===== src/hdl/phh_pkg.sv =====
// Package for the hot-spot profiler: sizes, opcodes, result kinds.
// No dependencies.
`timescale 1ns / 1ps
package phh_pkg;
    localparam int SLOTS = 16;
    localparam int TOP_N = 8;
    localparam int LIMIT = (TOP_N < SLOTS) ? TOP_N : SLOTS;
    localparam int SW = $clog2(SLOTS);
    localparam int LW = $clog2(LIMIT + 1);
    localparam logic OP_BRANCH = 1'b0;
    localparam logic OP_DUMP = 1'b1;
    localparam logic KIND_HEADER = 1'b0;
    localparam logic KIND_ENTRY = 1'b1;
    localparam logic [4:0] PERIOD_RESET = 5'd8;
    localparam logic [4:0] PERIOD_MAX = 5'd16;

    typedef struct packed {
        logic        sample;
        logic        clear;
        logic [31:0] pc;
    } t_cell_cmd;
endpackage


===== src/hdl/phh_cell.sv =====
// One slot of the profiler table; match and free status passed along the chain.
// Depends on phh_pkg.
`timescale 1ns / 1ps
module phh_cell import phh_pkg::*; (
    input  logic        i_clk,
    input  logic        i_rst_n,
    input  t_cell_cmd   i_cmd,
    input  logic        i_hit_in,
    input  logic        i_free_in,
    output logic        o_hit_out,
    output logic        o_free_out,
    input  logic        i_wr,
    input  logic [31:0] i_wr_pc,
    input  logic [31:0] i_wr_cnt,
    output logic [31:0] o_pc,
    output logic [31:0] o_cnt
);
    logic [31:0] r_pc, r_cnt;
    logic        live, hit;

    assign live = (r_cnt != 32'd0);
    assign hit = live && (r_pc == i_cmd.pc);
    assign o_hit_out = i_hit_in | hit;
    assign o_free_out = i_free_in | !live;
    assign o_pc = r_pc;
    assign o_cnt = r_cnt;

    always_ff @(posedge i_clk) begin
        if (!i_rst_n || i_cmd.clear) begin
            r_pc <= 32'd0;
            r_cnt <= 32'd0;
        end else if (i_wr) begin
            r_pc <= i_wr_pc;
            r_cnt <= i_wr_cnt;
        end else if (i_cmd.sample) begin
            if (hit && !i_hit_in) begin
                r_cnt <= r_cnt + 32'd1;
            end
        end
    end
endmodule


===== config.mk =====
export PLATFORM = sky130hd
export DESIGN_NAME = phh_cell
export DESIGN_NICKNAME = d
export VERILOG_FILES = /design/src/hdl/phh_pkg.sv /design/src/hdl/phh_cell.sv
export SDC_FILE = /design/constraint.sdc
export NUM_CORES = 1
export LEC_CHECK = 0
export ABC_CLOCK_PERIOD_IN_PS = 2800
export BUFFER_PORTS_ARGS = -buffer_cell sky130_fd_sc_hd__buf_2
export CAP_MARGIN = 20
export CORE_MARGIN = 3
export CORE_UTILIZATION = 48
export CTS_CLUSTER_SIZE = 20
export DETAILED_ROUTE_END_ITERATION = 10
export GPL_ROUTABILITY_DRIVEN = 0
export PLACE_DENSITY = 0.81
export SETUP_SLACK_MARGIN = 0.02
export SYNTH_ARGS = -nofsm -noshare
export SYNTH_HDL_FRONTEND = slang
export SYNTH_SLANG_ARGS = --single-unit
export TNS_END_PERCENT = 100

===== constraint.sdc =====
create_clock -name i_clk -period 2.8 [get_ports i_clk]
set_input_delay 0.28 -clock i_clk [delete_from_list [all_inputs] [get_ports i_clk]]
set_output_delay 0.28 -clock i_clk [all_outputs]
set_load 0.1 [all_outputs]

==> impl_metrics.yaml <==
critical_path:
  worstRegToRegCells: 9
  path_max_fanout: 14
  cpMaxStageDelayCell: "buf_2"
  critPathLaunchType: "register"
  cp_cell_sequence: "xor2_1 -> nor4_4 -> nand4_4 -> o31ai_4 -> buf_2"
  path_delay_family: "simple AND/OR/NAND/NOR gates"
  crit_buf_inv: 1
  path_depth: 5
  critPathKind: "register to primary output"
  max_stage_delay_ns: 0.46
  worstPathArrival_ns: 2.36
  endpoint_kind: "primary output"
  required_ns: 2.52
sta:
  hold_ws_ns: 0.166
  hold_viol: 0
  period_minus_slack_ns: 2.64
  final-setup-viol-count: 0
  tns_ns: 0
  fin_crit_sh: 0.941
  drv_slew: 0
  max_freq_mhz: 379
  tightest_slew_ns: 0.631
  slew_headroom: 0.575
  finalClockSkew_ns: 0.0128
  grt_setup_unrepaired: "no"
global_route:
  gr-total-overflow: 0
  grt.total_usage: 0.247
  grt_pass1_wl_um: 17400
  grt_max_degree: 57
  grt_pass1_vias: 3695
  antenna_found_initial: 0
power_and_ir_drop:
  p_comb_frac: 0.244
  ir_drop_mv: 0.280
  net-switching-power_w: 0.000829
  p_leak_nw: 2.28
  sequentialPowerShare: 0.416
  clkPwrFrac: 0.340
  switching_share: 0.347
  power.density_nw_per_um2: 491
  p_int_w: 0.00156
job:
  max-cap-violations: 0
clocking:
  ctsHoldBuffers: 0
  cts_tree: "built"
  ctsResizeCount: 0
  clk_latency_ns: 0.34
  cts-root-buf: "clkbuf_8"
  h-tree-depth: 3
  clk_pin_slew_worst_paths_ns: 0.07
  cts_sinks: 64
  cts.path.max_buffers: 2
  cts_setup_buffers: 0
  cts_buffers: 9
drt:
  route.detailed.drc: 0
  wire_per_inst_um: 16.5
  ant_nets: 0
  route.vias.total: 3755
  vias_per_cell: 5.62
  detail_route.iter0.violations: 177
  drt_wl_total_um: 11000
  dr.pass1.iters: 5
floorplanning:
  core_um2: 7410
  rows: 31
  die_area_um2: 8870
  dieWidth_um: 94.2
  pin_count: 169
  die_h_um: 94.2
  start_util: 0.504
cells_and_area:
  finalNonFillerCells: 668
  design_area_um2: 4870
  final_cell_mix: "buf_2, dfxtp_1, mux2i_1, nor2_1, xor2_1"
  finalNetCount: 669
  seq_area_um2: 1280
  multi_input_area_um2: 2300
  drive_above_1_share: 0.404
  area_growth_syn_to_layout_pct: 30.5
  fillCellCount: 641
  diodes: 0
  layout_commonest_cell: "buf_2"
yosys:
  ys_seq_elements: 64
  synthesis.instances: 398
  synthesis.area_um2: 3730
  ys.flop_type: "dfxtp_1"
  syn-num-nets: 503
  synth_warnings: 0
  syn_avg_cell_area_um2: 9.37
  synth-seq-area-share: 0.343
  synth_edf_count: 0
  async_reset_ff_frac: 0
  yosysUniqueCellTypes: 50
worst_hold_path:
  min_path_cells: 2
  hold_class: "input port to register"
placed_design:
  dp_cells: 649
  numPortBuffers: 168
  post_dp_cell_area_um2: 4650
  dp.final_hpwl_um: 8240
run_status:
  status: "complete, no violations"
[power groups by stage]
stage | logic [W] | registers [W] | clock network, W
4_1_cts | 0.000586 | 0.000993 | 0.000829
3_3_place_gp | 0.000577 | 0.00101 | 0
3_5_place_dp | 0.000584 | 0.00101 | 0
6_report | 0.000584 | 0.000995 | 0.000813
5_1_grt | 0.000617 | 0.00100 | 0.000872
2_1_floorplan | 0.000195 | 0.00125 | 0
[sequential cells by signal, indices dropped and copies added, names as in the netlist]
register and flops:
o_cnt 32, o_pc 32
[kinds of logic after synthesis]
| kind of cell | count (synthesis) | share of synthesized area |
|---|---|---|
| muxes | 35 | 0.0939 |
| adders and majority gates | 2 | 0.00671 |
| buffers and inverters | 34 | 0.0446 |
| DFF | 64 | 0.343 |
| AOI/OAI and AO/OA | 67 | 0.117 |
| and+or+nand+nor | 153 | 0.293 |
| xor gates and xnor gates | 43 | 0.101 |
[final timing paths]
| kind | startpoint | end | slack [ns] |
|---|---|---|---|
| worst max-delay path | o_pc[8] | o_hit_out | 0.16 |
| worst min-delay path | i_wr_cnt[30] | o_cnt[30] | 0.17 |
| worst max register to register | o_cnt[0] | o_cnt[9] | 0.28 |
| worst min register to register | o_pc[10] | o_pc[10] | 0.54 |
[routing by layer]
metal | GRT usage | share of wire
met1 | 0.289 | 0.40
met2 | 0.428 | 0.49
met3 | 0.0721 | 0.091
met4 | 0.0842 | 0.017
met5 | 0 | 0
[cell type report]
class / count / share of cell area
Inverter: 10 / 0.00771
Tap cell: 99 / 0.0254
Multi-Input combinational cell: 300 / 0.473
Clock inverter: 3 / 0.00822
Sequential cell: 64 / 0.263
Clock buffer: 13 / 0.0326
Timing Repair Buffer: 179 / 0.190
[stage by stage]
stage,setup WS [ns],util,power (W)
6_report,0.164,0.657,0.00239
3_5_place_dp,0.201,0.627,0.00160
4_1_cts,0.116,0.654,0.00241
5_1_grt,0.0592,0.657,0.00249
3_3_place_gp,0.370,0.627,0.00159
2_1_floorplan,-0.284,-,0.00144
[worst reg2reg max path, cell delays in order, from the launching register on]
cell      delay, ns
dfxtp_1        0.38
inv_1          0.09
ha_1           0.13
nor4b_1        0.33
nand4_1        0.30
o211ai_4       0.36
nor4b_4        0.07
buf_4          0.21
or4b_1         0.53
nand3_1        0.08
[Yosys cell counts, types with 2 or more instances]
cell	count	area [um^2]
nor4_4	7	149
a21oi_1	12	60.1
inv_1	10	37.5
a211oi_1	10	75.1
nand2_1	10	37.5
a41o_1	2	20.0
nand4_1	9	56.3
and4_1	9	78.8
nor4b_1	2	17.5
nor4_2	7	87.6
nor2b_1	2	12.5
nor3_2	7	70.1
nand3_1	12	60.1
nor2_1	35	131
a31oi_1	5	31.3
mux2i_1	35	350
a32oi_1	2	17.5
nor3_1	11	55.1
clkbuf_1	17	63.8
dfxtp_1	64	1280
nor4_1	15	93.8
ha_1	2	25.0
nand2b_1	2	12.5
xor2_1	32	280
and4b_1	2	20.0
and3_1	8	50.1
a311oi_1	2	17.5
and4_2	5	50.1
o21ai_0	27	135
buf_6	5	56.3
xnor2_1	11	96.3
No activity file was read; power rests on OpenSTA's default activity.
